`config.mk`:
```
export PLATFORM = sky130hd
export DESIGN_NAME = circular_ticket_queue
export DESIGN_NICKNAME = d
export VERILOG_FILES = /design/src/hw/rtl/ctq_pkg.sv /design/src/hw/rtl/circular_ticket_queue.sv /design/src/hw/rtl/ctq_entry_ram.sv
export VERILOG_INCLUDE_DIRS = /design/src /design/src/hw/rtl
export SDC_FILE = /design/constraint.sdc
export NUM_CORES = 1
export LEC_CHECK = 0
export BUFFER_PORTS_ARGS = -buffer_cell sky130_fd_sc_hd__buf_2
export CELL_PAD_IN_SITES_DETAIL_PLACEMENT = 1
export CELL_PAD_IN_SITES_GLOBAL_PLACEMENT = 2
export CORE_UTILIZATION = 40
export CTS_CLUSTER_DIAMETER = 50
export DETAILED_ROUTE_END_ITERATION = 10
export PLACE_DENSITY = 0.79
export SYNTH_ARGS = -nofsm -noshare
export SYNTH_HDL_FRONTEND = slang
export SYNTH_SLANG_ARGS = --single-unit
```
`constraint.sdc`:
```
create_clock -name aclk -period 4.1 [get_ports aclk]
set_input_delay 0.615 -clock aclk [delete_from_list [all_inputs] [get_ports aclk]]
set_output_delay 0.615 -clock aclk [all_outputs]
set_load 0.005 [all_outputs]
```
`src/hw/rtl/circular_ticket_queue_defines.svh`:
```
// ----------------------------------------------------------------------------
// Circular ticket queue assertion macros
// Immediate-consequence and next-cycle property macros shared by the RTL.
// ----------------------------------------------------------------------------
`ifndef CIRCULAR_TICKET_QUEUE_DEFINES_SVH
`define CIRCULAR_TICKET_QUEUE_DEFINES_SVH

`ifndef SYNTH
// Consequent must hold in the same cycle as the antecedent.
`define CTQ_ASSERT_IMP(label, clk, rstn, ante, cons) \
    label: assert property (@(posedge clk) disable iff (!rstn) (ante) |-> (cons)) \
        else $error("circular_ticket_queue: same-cycle check failed");
// Consequent must hold in the cycle after the antecedent.
`define CTQ_ASSERT_NXT(label, clk, rstn, ante, cons) \
    label: assert property (@(posedge clk) disable iff (!rstn) (ante) |=> (cons)) \
        else $error("circular_ticket_queue: next-cycle check failed");
`else
`define CTQ_ASSERT_IMP(label, clk, rstn, ante, cons)
`define CTQ_ASSERT_NXT(label, clk, rstn, ante, cons)
`endif

`endif

```
`src/hw/rtl/ctq_pkg.sv`:
```
// ----------------------------------------------------------------------------
// Circular ticket queue package
// Shared types, codes and stream widths for the ticket queue.
// ----------------------------------------------------------------------------
`default_nettype none

package ctq_pkg;

    // Field widths fixed by the stream format.
    localparam int TICKET_W   = 16;
    localparam int CODE_W     = 4;
    localparam int POS_W      = 5;
    localparam int S_TDATA_W  = 32;
    localparam int S_TUSER_W  = 2;
    localparam int M_TDATA_W  = 40;
    localparam int M_TUSER_W  = 3;

    // Operation carried in the input tuser.
    typedef enum logic [1:0] {
        OP_ENQ   = 2'd0,
        OP_DEQ   = 2'd1,
        OP_FIND  = 2'd2,
        OP_COUNT = 2'd3
    } ctq_op_t;

    // Result status carried in the output tuser.
    typedef enum logic [1:0] {
        STAT_OK        = 2'd0,
        STAT_EMPTY     = 2'd1,
        STAT_FULL      = 2'd2,
        STAT_NOT_FOUND = 2'd3
    } ctq_status_t;

    // Control sequencer states.
    typedef enum logic [1:0] {
        S_IDLE = 2'd0,
        S_DEQ  = 2'd1,
        S_FIND = 2'd2
    } ctq_state_t;

    // One stored ticket entry.
    typedef struct packed {
        logic [TICKET_W-1:0] ticket;
        logic [CODE_W-1:0]   kind;
        logic [CODE_W-1:0]   service;
        logic [CODE_W-1:0]   teller;
    } ctq_entry_t;

endpackage

`default_nettype wire

```
`src/hw/rtl/circular_ticket_queue.sv`:
```
// Enqueue and count register their result beat on acceptance; dequeue reads the head
// entry first and gives it from S_DEQ. Find scans from the head to the first hit or
// the last occupied entry, one entry per cycle, bounded by the single read port of the
// entry memory. A new beat is taken once the result is registered and the output is free.
// Reset: synchronous, active low; clears pointers, occupancy, mode and output valid.
// The entry memory is not cleared; only occupied entries are ever read.
// ----------------------------------------------------------------------------
// Circular ticket queue
// Ticket queue with enqueue, dequeue, find and count over a circular store.
// ----------------------------------------------------------------------------
`default_nettype none

`include "circular_ticket_queue_defines.svh"

module circular_ticket_queue #(
    parameter int QUEUE_DEPTH = 16
) (
    input  wire logic                            aclk,
    input  wire logic                            aresetn,
    // Mode register: 1 drops the oldest entry on a full enqueue.
    input  wire logic                            cfg_we,
    input  wire logic                            cfg_wdata,
    input  wire logic                            s_tvalid,
    output logic                                 s_tready,
    // ticket[15:0], customer_kind[19:16], service_code[23:20],
    // teller_code[27:24], zero[31:28]
    input  wire logic [ctq_pkg::S_TDATA_W-1:0]   s_tdata,
    // opcode[1:0]
    input  wire logic [ctq_pkg::S_TUSER_W-1:0]   s_tuser,
    output logic                                 m_tvalid,
    input  wire logic                            m_tready,
    // position_or_count[4:0], out_ticket[20:5], out_customer_kind[24:21],
    // out_service_code[28:25], out_teller_code[32:29], zero[39:33]
    output logic [ctq_pkg::M_TDATA_W-1:0]        m_tdata,
    // status[1:0], dropped_oldest[2]
    output logic [ctq_pkg::M_TUSER_W-1:0]        m_tuser
);

    localparam int IDX_W = (QUEUE_DEPTH > 1) ? $clog2(QUEUE_DEPTH) : 1;
    localparam int CNT_W = $clog2(QUEUE_DEPTH + 1);
    localparam logic [IDX_W-1:0] LAST_SLOT = IDX_W'(QUEUE_DEPTH - 1);
    localparam logic [CNT_W-1:0] FULL_CNT  = CNT_W'(QUEUE_DEPTH);

    function automatic logic [IDX_W-1:0] next_slot(input logic [IDX_W-1:0] idx);
        return (idx == LAST_SLOT) ? '0 : IDX_W'(idx + 1'b1);
    endfunction

    // Control and pointer state.
    ctq_pkg::ctq_state_t          state_reg, state_next;
    logic [IDX_W-1:0]             head_reg, head_next;
    logic [IDX_W-1:0]             tail_reg, tail_next;
    logic [CNT_W-1:0]             occ_reg, occ_next;
    logic                         owf_reg, owf_next;
    logic [ctq_pkg::TICKET_W-1:0] key_reg, key_next;
    logic [ctq_pkg::CODE_W-1:0]   teller_reg, teller_next;
    logic [IDX_W-1:0]             scan_addr_reg, scan_addr_next;
    logic [IDX_W-1:0]             cmp_cnt_reg, cmp_cnt_next;

    // Output register.
    logic                         m_valid_reg, m_valid_next;
    ctq_pkg::ctq_status_t         m_status_reg, m_status_next;
    logic [ctq_pkg::POS_W-1:0]    m_pos_reg, m_pos_next;
    ctq_pkg::ctq_entry_t          m_entry_reg, m_entry_next;
    logic                         m_drop_reg, m_drop_next;

    // Memory ports.
    logic                         wr_en;
    ctq_pkg::ctq_entry_t          wr_data;
    logic                         rd_en;
    logic [IDX_W-1:0]             rd_addr;
    ctq_pkg::ctq_entry_t          rd_data;

    logic                         out_free;
    logic                         s_fire;
    logic                         is_full;
    logic                         scan_hit;
    logic                         scan_last;
    ctq_pkg::ctq_op_t             in_op;

    ctq_entry_ram #(
        .DEPTH  (QUEUE_DEPTH),
        .ADDR_W (IDX_W)
    ) u_entry_ram (
        .aclk    (aclk),
        .wr_en   (wr_en),
        .wr_addr (tail_reg),
        .wr_data (wr_data),
        .rd_en   (rd_en),
        .rd_addr (rd_addr),
        .rd_data (rd_data)
    );

    // Handshake and decode.
    assign out_free  = !m_valid_reg || m_tready;
    assign s_tready  = (state_reg == ctq_pkg::S_IDLE) && out_free;
    assign s_fire    = s_tvalid && s_tready;
    assign in_op     = ctq_pkg::ctq_op_t'(s_tuser);
    assign is_full   = (occ_reg == FULL_CNT);
    assign scan_hit  = (rd_data.ticket == key_reg);
    assign scan_last = (CNT_W'(cmp_cnt_reg) == CNT_W'(occ_reg - CNT_W'(1)));

    assign wr_data.ticket  = s_tdata[15:0];
    assign wr_data.kind    = s_tdata[19:16];
    assign wr_data.service = s_tdata[23:20];
    assign wr_data.teller  = s_tdata[27:24];

    // Next state, memory accesses and result loading.
    always_comb begin
        state_next     = state_reg;
        head_next      = head_reg;
        tail_next      = tail_reg;
        occ_next       = occ_reg;
        owf_next       = cfg_we ? cfg_wdata : owf_reg;
        key_next       = key_reg;
        teller_next    = teller_reg;
        scan_addr_next = scan_addr_reg;
        cmp_cnt_next   = cmp_cnt_reg;
        m_valid_next   = m_tready ? 1'b0 : m_valid_reg;
        m_status_next  = m_status_reg;
        m_pos_next     = m_pos_reg;
        m_entry_next   = m_entry_reg;
        m_drop_next    = m_drop_reg;
        wr_en          = 1'b0;
        rd_en          = 1'b0;
        rd_addr        = head_reg;

        unique case (state_reg)
            ctq_pkg::S_IDLE: begin
                if (s_fire) begin
                    m_status_next = ctq_pkg::STAT_OK;
                    m_pos_next    = '0;
                    m_entry_next  = '0;
                    m_drop_next   = 1'b0;
                    unique case (in_op)
                        ctq_pkg::OP_ENQ: begin
                            m_valid_next = 1'b1;
                            if (is_full && !owf_reg) begin
                                m_status_next = ctq_pkg::STAT_FULL;
                            end else begin
                                // A full history-mode enqueue overwrites the oldest slot.
                                if (is_full) begin
                                    head_next   = next_slot(head_reg);
                                    m_drop_next = 1'b1;
                                end else begin
                                    occ_next = CNT_W'(occ_reg + 1'b1);
                                end
                                wr_en     = 1'b1;
                                tail_next = next_slot(tail_reg);
                            end
                        end
                        ctq_pkg::OP_DEQ: begin
                            if (occ_reg == '0) begin
                                m_valid_next  = 1'b1;
                                m_status_next = ctq_pkg::STAT_EMPTY;
                            end else begin
                                rd_en       = 1'b1;
                                teller_next = s_tdata[27:24];
                                head_next   = next_slot(head_reg);
                                occ_next    = CNT_W'(occ_reg - 1'b1);
                                state_next  = ctq_pkg::S_DEQ;
                            end
                        end
                        ctq_pkg::OP_FIND: begin
                            if (occ_reg == '0) begin
                                m_valid_next  = 1'b1;
                                m_status_next = ctq_pkg::STAT_NOT_FOUND;
                            end else begin
                                rd_en          = 1'b1;
                                key_next       = s_tdata[15:0];
                                scan_addr_next = next_slot(head_reg);
                                cmp_cnt_next   = '0;
                                state_next     = ctq_pkg::S_FIND;
                            end
                        end
                        ctq_pkg::OP_COUNT: begin
                            m_valid_next = 1'b1;
                            m_pos_next   = ctq_pkg::POS_W'(occ_reg);
                        end
                        default: begin
                            state_next = ctq_pkg::S_IDLE;
                        end
                    endcase
                end
            end
            ctq_pkg::S_DEQ: begin
                // Head entry is in the read register; stamp the teller on the way out.
                if (out_free) begin
                    m_valid_next        = 1'b1;
                    m_entry_next        = rd_data;
                    m_entry_next.teller = teller_reg;
                    state_next          = ctq_pkg::S_IDLE;
                end
            end
            ctq_pkg::S_FIND: begin
                // One entry compared per cycle while the next one is read.
                if (scan_hit || scan_last) begin
                    if (out_free) begin
                        m_valid_next  = 1'b1;
                        m_status_next = scan_hit ? ctq_pkg::STAT_OK
                                                 : ctq_pkg::STAT_NOT_FOUND;
                        m_pos_next    = scan_hit ? ctq_pkg::POS_W'(cmp_cnt_reg) : '0;
                        state_next    = ctq_pkg::S_IDLE;
                    end
                end else begin
                    rd_en          = 1'b1;
                    rd_addr        = scan_addr_reg;
                    scan_addr_next = next_slot(scan_addr_reg);
                    cmp_cnt_next   = IDX_W'(cmp_cnt_reg + 1'b1);
                end
            end
            default: begin
                state_next = ctq_pkg::S_IDLE;
            end
        endcase
    end

    // Control registers.
    always_ff @(posedge aclk) begin
        if (!aresetn) begin
            state_reg   <= ctq_pkg::S_IDLE;
            head_reg    <= '0;
            tail_reg    <= '0;
            occ_reg     <= '0;
            owf_reg     <= 1'b0;
            m_valid_reg <= 1'b0;
        end else begin
            state_reg   <= state_next;
            head_reg    <= head_next;
            tail_reg    <= tail_next;
            occ_reg     <= occ_next;
            owf_reg     <= owf_next;
            m_valid_reg <= m_valid_next;
        end
    end

    // Payload registers.
    always_ff @(posedge aclk) begin
        key_reg       <= key_next;
        teller_reg    <= teller_next;
        scan_addr_reg <= scan_addr_next;
        cmp_cnt_reg   <= cmp_cnt_next;
        m_status_reg  <= m_status_next;
        m_pos_reg     <= m_pos_next;
        m_entry_reg   <= m_entry_next;
        m_drop_reg    <= m_drop_next;
    end

    // Output beat.
    assign m_tvalid = m_valid_reg;
    assign m_tdata  = {7'b0, m_entry_reg.teller, m_entry_reg.service,
                       m_entry_reg.kind, m_entry_reg.ticket, m_pos_reg};
    assign m_tuser  = {m_drop_reg, m_status_reg};

    // Occupancy never exceeds the queue depth.
    `CTQ_ASSERT_IMP(a_occ_bound, aclk, aresetn, 1'b1, occ_reg <= FULL_CNT)
    // An empty or full queue has head and tail on the same slot.
    `CTQ_ASSERT_IMP(a_ptr_meet, aclk, aresetn, (occ_reg == '0) || is_full, head_reg == tail_reg)
    // The scan never compares an entry beyond the occupied range.
    `CTQ_ASSERT_IMP(a_scan_range, aclk, aresetn, state_reg == ctq_pkg::S_FIND, CNT_W'(cmp_cnt_reg) < occ_reg)
    // A dequeue from a non-empty queue waits for the head entry read.
    `CTQ_ASSERT_NXT(a_deq_read, aclk, aresetn, s_fire && (in_op == ctq_pkg::OP_DEQ) && (occ_reg != '0), state_reg == ctq_pkg::S_DEQ)
    // Only a successful enqueue reports a dropped entry.
    `CTQ_ASSERT_IMP(a_drop_ok, aclk, aresetn, m_valid_reg && m_drop_reg, m_status_reg == ctq_pkg::STAT_OK)

endmodule

`default_nettype wire

```
`src/hw/rtl/ctq_entry_ram.sv`:
```
// ----------------------------------------------------------------------------
// Ticket entry memory
// Simple dual-port synchronous RAM, one write and one registered read port.
// ----------------------------------------------------------------------------
`default_nettype none

module ctq_entry_ram #(
    parameter int DEPTH  = 16,
    parameter int ADDR_W = 4
) (
    input  wire logic                aclk,
    input  wire logic                wr_en,
    input  wire logic [ADDR_W-1:0]   wr_addr,
    input  wire ctq_pkg::ctq_entry_t wr_data,
    input  wire logic                rd_en,
    input  wire logic [ADDR_W-1:0]   rd_addr,
    output ctq_pkg::ctq_entry_t      rd_data
);

    ctq_pkg::ctq_entry_t mem [DEPTH];
    ctq_pkg::ctq_entry_t rd_data_reg;

    // Write port.
    always_ff @(posedge aclk) begin
        if (wr_en) begin
            mem[wr_addr] <= wr_data;
        end
    end

    // Read port; the data holds until the next read.
    always_ff @(posedge aclk) begin
        if (rd_en) begin
            rd_data_reg <= mem[rd_addr];
        end
    end

    assign rd_data = rd_data_reg;

endmodule

`default_nettype wire

```
Word-level counts from Yosys, hierarchy flattened --
Memory sizes are Yosys's and may differ from the RTL's. A register that Yosys moved wholly into a read port is not among the register bits. Index checks and enable logic that the tools add are counted.
Storage, ports and cells: output and inout port bits 45, latch bits 0, memories 1, memory bits (read-only) 0, bits in writable memories 448, register bits after elaboration 81
Memory list:
- u_entry_ram.mem | depth 16, bits a word 28, rd ports 1, clocked after memory_dff 1, write ports 1, RTL line ctq_entry_ram.sv:20 | ctq_pkg::ctq_entry_t mem [DEPTH];
Operators by class: div/mod/pow operators 0, equality and inequality tests 25, bitwise operators 3, shift-type cells 0, multiply operators 0, mux-type cells 66, reduce and logical (&&, ||, !) cells 26, add/subtract/negate cells 6, order comparisons 0
Operator list (count):
- $mux 4 | 16
- $mux 28 | 2
- $pmux 28 s2 | 1
- $mux 5 | 7
- $pmux 4 s2 | 3
- $mux 2 | 11
- $ne 2x2->1 const B | 10
- $pmux 5 s2 | 2
- $mux 1 | 17
- $add 4x1->4 const B | 4
- $eq 16x16->1 | 1
- $reduce_and 4->1 | 4
- $eq 4x4->1 const B | 3
- $pmux 2 s3 | 2
- $reduce_and 6->1 | 2
- $reduce_and 5->1 | 2
- $pmux 2 s2 | 2
- $eq 2x2->1 const B | 3
- $ne 3x3->1 const B | 2
- $reduce_bool 2->1 | 3
- $reduce_or 2->1 | 3
- $add 5x1->5 const B | 1
- $eq 4x5->1 | 1
- $eq 5x5->1 const B | 1
- other kinds (14) | 23

Longest topological paths before layout --
Gate-level depths: netlist of run 1.
depth after elaboration 8, depth in mapped cells 12

Cells and area by module --
From an unflattened synthesis of run 1, not the netlist that was laid out.
Unflattened totals: cells, all modules 1062, area total of the unflattened synthesis 21810.9 um^2
By module, submodules not included:
- ctq_entry_ram | sequential area each 14293.7 um^2, cells an instance 735, area an instance 17803.3 um^2, times used 1
- circular_ticket_queue | sequential area each 2262.2 um^2, cells an instance 327, area an instance 4007.6 um^2, times used 1

Worst setup path before layout of run 1 --
OpenSTA, ideal clock, no wires.
path type register to register, start point register state_reg[0], end point memory u_entry_ram.mem[3][10] in the netlist's numbering (enable), data arrival time 3.311 ns, stages on the path, launching flop included 10, slack 0.353 ns, buffers on the path 2, data required time 3.665 ns, cell sequence dfxtp_1 inv_1 ha_1 clkbuf_1 nand3_1 inv_1 and3_1 clkbuf_1 nand2_1 nor3_1
On the way: longest elaborated chain between the ends 7
Ends and longest elaborated chain:
- start: declaration | RTL line circular_ticket_queue.sv:49 | ctq_pkg::ctq_state_t state_reg, state_next;
- start signal: assignment | RTL line circular_ticket_queue.sv:220 | state_reg <= ctq_pkg::S_IDLE;
- start signal: assignment | RTL line circular_ticket_queue.sv:227 | state_reg <= state_next;
- $logic_not 2->1 (*) | RTL line circular_ticket_queue.sv:95, circular_ticket_queue.sv:127
- $logic_and 1x1->1 | RTL line circular_ticket_queue.sv:95 | assign s_tready = (state_reg == ctq_pkg::S_IDLE) && out_free;
- $logic_and 1x1->1 | RTL line circular_ticket_queue.sv:96 | assign s_fire = s_tvalid && s_tready;
- $mux 1 | RTL line circular_ticket_queue.sv:129 | if (s_fire) begin
- $mux 1 (*) | RTL line circular_ticket_queue.sv:127 | unique case (state_reg)
- $mux 1 (*) | RTL line ctq_entry_ram.sv:25 | if (wr_en) begin
- $mux 1 (not written as such) (*) | RTL line ctq_entry_ram.sv:26 | mem[wr_addr] <= wr_data;
- end: declaration | RTL line ctq_entry_ram.sv:20
Mark *: on every way between the ends. The rest lies on a longest branch, timed or not.

Worst setup path in the final report of run 1 --
start point register u_entry_ram.rd_data[25] (netlist name), end point register u_entry_ram.rd_data[5] (netlist name)
On the way: longest elaborated chain between the ends 4, elaborated cells between the ends (all ways) 6
Ends and longest elaborated chain:
- $eq 16x16->1 (*) | RTL line circular_ticket_queue.sv:99 | assign scan_hit = (rd_data.ticket == key_reg);
- $logic_or 1x1->1 (*) | RTL line circular_ticket_queue.sv:196 | if (scan_hit || scan_last) begin
- $mux 1 / $mux 4 (equally long branches) | RTL line circular_ticket_queue.sv:196
- $pmux 1 s2 / $mux 4 (equally long branches) | RTL line circular_ticket_queue.sv:127
Marked as above. A chain may end at the register's enable or synchronous reset.

==> results.toml, run 1 <==
[status]
result_of_the_run = "finished clean"

[synthesis]
synth.yosys.warnings = 0
syn-cell-area_sq_um = 25400
main_combinational_cell_family_by_area_after_synthesis = "compound AO/OA/AOI/OAI gates"
synth_seq_cells = 489
count_of_mapped_cells_out_of_synthesis = 2272
synth_async_sr_flop_share_pct = 0
synth_enable_flop_cells = 472
synth_xor_xnor_area_share_pct = 1.14
yosys.cell_types.count = 51
synthesis.area_per_instance_sq_um = 11.2
seq_area_frac_synth_pct = 57.3
postSynth.topFlopCell = "sky130_fd_sc_hd__edfxtp_1"
post_synth_and_or_nand_nor_area_fraction_pct = 16.0
synth_compound_gate_area_share_pct = 20.3
synth.area.mux_share_pct = 0.360
synth_adder_area_share_pct = 0.888

[flow_run]
max_cap_viol_count = 0

[clocking]
ctsHoldBuffers = 0
post_cts.resized_instances = 0
cts.sinks = 489
cts_setup_buffers = 0
cts_buffers = 59
tritoncts = "done"
clock_path_buffers = 3
clk_tree_root_cell = "sky130_fd_sc_hd__clkbuf_16"
clkTransAtPathRegs_ns = 0.06
clkLatencyLatePin_ns = 0.65
htree_num_levels = 2

[layout]
commonest_non_fill_non_tap_cell_in_the_layout = "sky130_fd_sc_hd__edfxtp_1"
n_fill_cell = 6583
area.growth.synth_to_final_pct = 13.8
finalNetCount = 2307
postLayoutCellArea_sq_um = 28900
layout.cells.most_common_list = "sky130_fd_sc_hd__edfxtp_1 (472), sky130_fd_sc_hd__nand2b_1 (389), sky130_fd_sc_hd__nand2_1 (227), sky130_fd_sc_hd__a21oi_1 (198)"
largest_reg_flops = 384
utilization_pct = 46.4
final_layout_size_suffix_gt1_share_pct = 11.6
instances_no_fill = 3137

[placement]
detailed_place.area_sq_um = 26900
preCtsSetupSlack_ns = 0.307
portBuffers = 73
numPlacedInstances = 3025
gpl.final_weighted_congestion = 0.782
hpwlAfterDp_mm = 47.4

[detailed_routing]
detail-route-antenna-nets = 0
detail_route.vias_per_cell = 6.40
drt-pass1-iter-count = 5
detailroute.via_count = 20100
route.final.wire_length_mm = 87.5
post-route-drc-count = 0
route.detailed.wl_per_inst_um = 27.9
drt_iter0_drc = 1860

[sta]
hold_slack_final_ns = 0.160
grt_setup_unrepaired = "false"
finalMaxSlewViolations = 0
min_period_over_period_pct = 95.7
max_freq_mhz = 255
totalNegativeSetupSlack_ns = 0
setup_violations = 0
hold_violation_total_from_the_final_report = 0
fin_skew_ns = 0.0335
shortest_clock_period_the_worst_path_allows_after_layout_ns = 3.93
worst_slew_pin_slew_ns = 0.950
timing.max_slew.rel_slack_pct = 36.6
post-route-worst-setup-slack_ns = 0.175

[global_routing]
grt_first_pass_wirelength_mm = 130
grt_pass1_vias = 20800
grt_antenna_before_repair = 15
grt_start_max_net_pins = 149
globalRoute.totalOverflow = 0
grt_use_total_pct = 27.0

[die]
fp.dieW_um = 254
design.die.area_sq_um = 64400
placement_rows = 91
vertical_extent_of_the_die_um = 254
io-pin-count = 85
initial_core_util_pct = 40.8
floorplan.core_area_sq_um = 62200

[pwr]
power.static_leakage_nw = 9.40
power_per_cell_area_nw_per_um2 = 489
maximum_vdd_ir_drop_mv = 0.353
overall_power_of_the_completed_layout_mw = 14.1

[setup_path]
cp_data_required_time_ns = 4.47
timing_worst_setup_path_type = "reg -> reg"
start_kind = "flip-flop"
timing.critical_path.arrival_ns = 4.30
worst-path-max-fanout = 64
crit_path_end_kind = "flip-flop"

[hold_path]
classification_of_the_worst_slack_hold_path = "in -> reg"
==> layer usage <==
layer	track usage [%]	routed length (um)	share of wire, %
met2	45.9	42800	49
met1	35.3	36700	42
met3	3.72	5280	6.0
met5	0	40	0.046
met4	9.35	2650	3.0
==> where the power goes <==
group / switching (mW) / leakage, nW / internal, mW
combinational: 1.81 / 4.05 / 0.999
sequential: 0.217 / 4.43 / 5.87
clock: 2.19 / 0.925 / 3.02
total: 4.22 / 9.40 / 9.88
==> cells by family (layout without fill, tap and decap cells) <==
group                      Yosys count  count (layout)
and+or+nand+nor                    744             744
AOI/OAI and AO/OA                  728             728
DFF                                489             489
buffers and inverters              250             267
xor gates and xnor gates            33              33
adders and majority gates           18              18
muxes                                9               9
other                                1              12
==> path summary, 6_finish.rpt <==
| kind | from | to | slack [ns] | cells past startpoint |
|---|---|---|---|---|
| max | u_entry_ram.rd_data[25] | u_entry_ram.rd_data[5] | 0.17 | 9 |
| min reg2reg | state_reg[0] | state_reg[0] | 0.53 | 2 |
| min | s_tdata[26] | teller_reg[2] | 0.16 | 1 |
| max reg2reg | u_entry_ram.rd_data[25] | u_entry_ram.rd_data[5] | 0.17 | 9 |
==> critical path, stage by stage (launching register included) <==
cell	delay, ns
sky130_fd_sc_hd__edfxtp_1	0.40
sky130_fd_sc_hd__xnor2_1	0.46
sky130_fd_sc_hd__nand4_1	0.51
sky130_fd_sc_hd__o41ai_4	0.50
sky130_fd_sc_hd__buf_4	0.27
sky130_fd_sc_hd__buf_12	0.34
sky130_fd_sc_hd__a211oi_1	0.11
sky130_fd_sc_hd__a311oi_1	0.37
sky130_fd_sc_hd__o22ai_1	0.13
sky130_fd_sc_hd__or4_1	0.54
==> cells in the mapped netlist (26+ instances only) <==
library cell	count	area, sq um
sky130_fd_sc_hd__nand2_1	228	856
sky130_fd_sc_hd__and2_1	39	244
sky130_fd_sc_hd__o22ai_1	100	626
sky130_fd_sc_hd__xnor2_1	27	236
sky130_fd_sc_hd__a211oi_1	193	1450
sky130_fd_sc_hd__buf_2	50	250
sky130_fd_sc_hd__a311oi_1	193	1690
sky130_fd_sc_hd__nand2b_1	389	2430
sky130_fd_sc_hd__a21oi_1	199	996
sky130_fd_sc_hd__edfxtp_1	472	14200
sky130_fd_sc_hd__clkbuf_1	160	601
sky130_fd_sc_hd__nor2_1	26	97.6
==> layout make-up <==
class                   instances  area, sq um  area share (%)
inverters                      15         56.3           0.195
clock buffers                  68         1510            5.23
flip-flops and latches        489        14500            50.3
multi-input cells            1539        10000            34.8
diodes                          5         12.5          0.0434
repair buffers                145         1280            4.44
clock inverters                39          389            1.35
well taps                     837         1050            3.63
Note: power is estimated with default switching activity, not from simulation.
==> run 2, diff against run 1 <==
Settings changed: ABC_AREA set to 1, PLACE_DENSITY 0.79 to 0.81.
==> run 2 against run 1 <==
  * Critical path depth grew 6
  * Count of clock-buffer cells in the layout up 7
  * Non-clock buffer count shrank 33
  * Worst hold slack improved by 0.024 ns
  * Sequential share of layout area rose by 8.0 points
  * Global-route usage down 3.9 points
  * Final cell count shrank 8.0%
  * Clock power shrank 5.4%
  * Die area is 14% lower
  * Area after synthesis down 14%
  * Via count decreased by 24%
==> results.toml, run 2 <==
[status]
result_of_the_run = "finished clean"

[detailed_routing]
detailroute.via_count = 15300
route.final.wire_length_mm = 63.3
post-route-drc-count = 0
detail_route.vias_per_cell = 5.28
route.detailed.wl_per_inst_um = 21.9
detail-route-antenna-nets = 0
drt-pass1-iter-count = 5
drt_iter0_drc = 1132

[setup_path]
timing.critical_path.arrival_ns = 3.73
crit_path_end_kind = "flip-flop"
regToRegStartpoint = "u_entry_ram.rd_data[17]"
timing.rr.end = "u_entry_ram.rd_data[15]"
slowest_delay_ns = 0.55
worst-path-max-fanout = 144
crit_path_top_delay_cell = "sky130_fd_sc_hd__buf_12"
wp_buf_inv = 2
cp_num_cells = 15
start_kind = "flip-flop"
reg2reg_slack_ns = 0.72
worstPathCellList = "nand2_1 -> inv_1 -> nor2_1 -> nor2_1 -> nand2_1 -> nor2_1 -> nand2_1 -> nand3_4 -> nand2_4 -> buf_12 -> nand3_1 -> nand3_1 -> nand3_1 -> nand3_1 -> nand2_1"
crit_end = "u_entry_ram.rd_data[15]"
critical_path.startpoint = "u_entry_ram.rd_data[17]"
cp_data_required_time_ns = 4.45
timing.reg2reg.worst_path_depth = 15
top_family_by_delay_on_critical_path = "simple AND/OR/NAND/NOR gates"
timing_worst_setup_path_type = "reg -> reg"

[placement]
hpwlAfterDp_mm = 34.5
portBuffers = 73
gpl.final_weighted_congestion = 0.754
detailed_place.area_sq_um = 23100
preCtsSetupSlack_ns = 0.776

[synthesis]
synth_enable_flop_cells = 472
yosys.area.top_type_share_pct = 65.0
synth.yosys.warnings = 0
yosys.cell_types.count = 37
synth_adder_area_share_pct = 1.03
yosys-top-cells-area = "sky130_fd_sc_hd__edfxtp_1 (65%), sky130_fd_sc_hd__nand3_1 (11%), sky130_fd_sc_hd__inv_1 (7.3%)"
postSynth.topFlopCell = "sky130_fd_sc_hd__edfxtp_1"
synth_async_sr_flop_share_pct = 0
synth_area_leader_cell = "sky130_fd_sc_hd__edfxtp_1"
main_combinational_cell_family_by_area_after_synthesis = "simple AND/OR/NAND/NOR gates"
synthesis.area_per_instance_sq_um = 10.5
post_synth_and_or_nand_nor_area_fraction_pct = 20.6
synth.area.mux_share_pct = 0
seq_area_frac_synth_pct = 66.5
syn-cell-area_sq_um = 21800
count_of_mapped_cells_out_of_synthesis = 2077
synth_xor_xnor_area_share_pct = 0.321
yosysMostFrequentCell = "sky130_fd_sc_hd__edfxtp_1"
synth_compound_gate_area_share_pct = 1.51
ys_top_cells_by_count = "sky130_fd_sc_hd__edfxtp_1 (472), sky130_fd_sc_hd__nand3_1 (471), sky130_fd_sc_hd__inv_1 (425), sky130_fd_sc_hd__nand2_1 (365), sky130_fd_sc_hd__nor2_1 (66)"
synth_seq_cells = 489

[pwr]
pwr-share-clk_pct = 33.8
p_int_mw = 9.86
power.static_leakage_nw = 10.5
combPwrFrac_pct = 23.5
maximum_vdd_ir_drop_mv = 0.439
p_sw_share_pct = 32.3
power.net_switching_mw = 4.71
power_frac_seq_pct = 42.7
power_per_cell_area_nw_per_um2 = 586

[layout]
finalNetCount = 2206
layout.cells.most_common_list = "sky130_fd_sc_hd__edfxtp_1 (472), sky130_fd_sc_hd__nand3_1 (470), sky130_fd_sc_hd__inv_1 (425), sky130_fd_sc_hd__nand2_1 (364), sky130_fd_sc_hd__buf_2 (73)"
area.growth.synth_to_final_pct = 14.1
largest_reg_flops = 384
antennaDiodeCount = 0
postLayoutCellArea_sq_um = 24900
commonest_non_fill_non_tap_cell_in_the_layout = "sky130_fd_sc_hd__edfxtp_1"
final_layout_size_suffix_gt1_share_pct = 10.4
n_fill_cell = 5861

[clocking]
clkLatencyLatePin_ns = 0.63
clkTransAtPathRegs_ns = 0.06
clk_tree_root_cell = "sky130_fd_sc_hd__clkbuf_16"
cts_buffers = 57
post_cts.resized_instances = 0
clock_path_buffers = 3
htree_num_levels = 2
tritoncts = "done"
cts_setup_buffers = 0
ctsHoldBuffers = 0
cts.sinks = 489

[sta]
worst_slew_pin_slew_ns = 1.15
grt_setup_unrepaired = "false"
post-route-worst-setup-slack_ns = 0.717
fin_skew_ns = 0.0233
max_freq_mhz = 296
timing.max_slew.rel_slack_pct = 22.9
min_period_over_period_pct = 82.5
hold_violation_total_from_the_final_report = 0
shortest_clock_period_the_worst_path_allows_after_layout_ns = 3.38
totalNegativeSetupSlack_ns = 0
setup_violations = 0
finalMaxSlewViolations = 0

[die]
vertical_extent_of_the_die_um = 236
initial_core_util_pct = 40.5
floorplan.core_area_sq_um = 53800
fp.dieW_um = 236
placement_rows = 85
io-pin-count = 85
design.die.area_sq_um = 55500

[global_routing]
grt_start_max_net_pins = 145
grt_use_total_pct = 23.1
grt_first_pass_wirelength_mm = 95.8
globalRoute.totalOverflow = 0
grt_antenna_before_repair = 3
grt_pass1_vias = 16100

[hold_path]
classification_of_the_worst_slack_hold_path = "in -> reg"

[flow_run]
max_cap_viol_count = 0
## run 2: logic make-up (layout without fill, tap and decap cells)
kind of cell	after synthesis	count (layout)
simple gates	970	970
buf+inv	535	643
flops	489	489
compound gates	56	56
fa+ha+maj	18	18
xor+xnor	8	8
other cells	1	7
## run 2: power by group through the flow
stage | combinational [mW] | clock [mW] | sequential, mW
final | 3.42 | 4.93 | 6.22
after global routing | 3.79 | 5.19 | 6.25
after CTS | 3.47 | 5.01 | 6.22
after detailed placement | 3.44 | 0 | 6.32
after global placement | 3.35 | 0 | 6.30
after floorplan | 2.18 | 0 | 6.24
## run 2: through the flow
step	utilization (%)	hold WS [ns]	total power, mW	cells
final	46.2	0.184	14.6	2887
after global placement	42.9	0.490	9.65	2785
after floorplan	-	0.480	8.42	2083
after detailed placement	42.9	0.511	9.77	2785
after CTS	46.2	0.160	14.7	2887
after global routing	46.2	0.166	15.2	2887
## run 2: worst min path at each step
stage                  startpoint            end  slack [ns]  cells past startpoint
global placement    teller_reg[3]    m_tdata[32]        0.49                      2
detailed placement  teller_reg[3]    m_tdata[32]        0.51                      2
floorplan             head_reg[1]    head_reg[1]        0.48                      2
CTS                   s_tdata[27]  teller_reg[3]        0.16                      1
finish                s_tdata[24]  teller_reg[0]        0.18                      1
global route          s_tdata[27]  teller_reg[3]        0.17                      1
## run 2: area by class of cell
type	instances	area, sq um	share of cell area, %
sequential	489	14500	58.3
multi-input combinational	1059	5310	21.3
clock inverter	27	302	1.21
clock buffer	75	1490	6.00
timing repair buffer	112	783	3.15
tap	696	871	3.50
inverter	429	1610	6.47
## run 2: per-layer routing
metal / part of all wire [%] / track usage, % / vias to the layer above
met5: 0.036 / 0 / -
met4: 3.4 / 8.64 / 4
met3: 5.4 / 3.98 / 146
met2: 50 / 40.7 / 436
met1: 41 / 28.3 / 7674
li1: - / - / 6991
## run 2: worst reg2reg max path: cells and delay by family, from the launching register on
family / cells / cell delay [ns]
buffers and inverters: 2 / 0.59
DFF: 1 / 0.47
and+or+nand+nor: 13 / 2.06
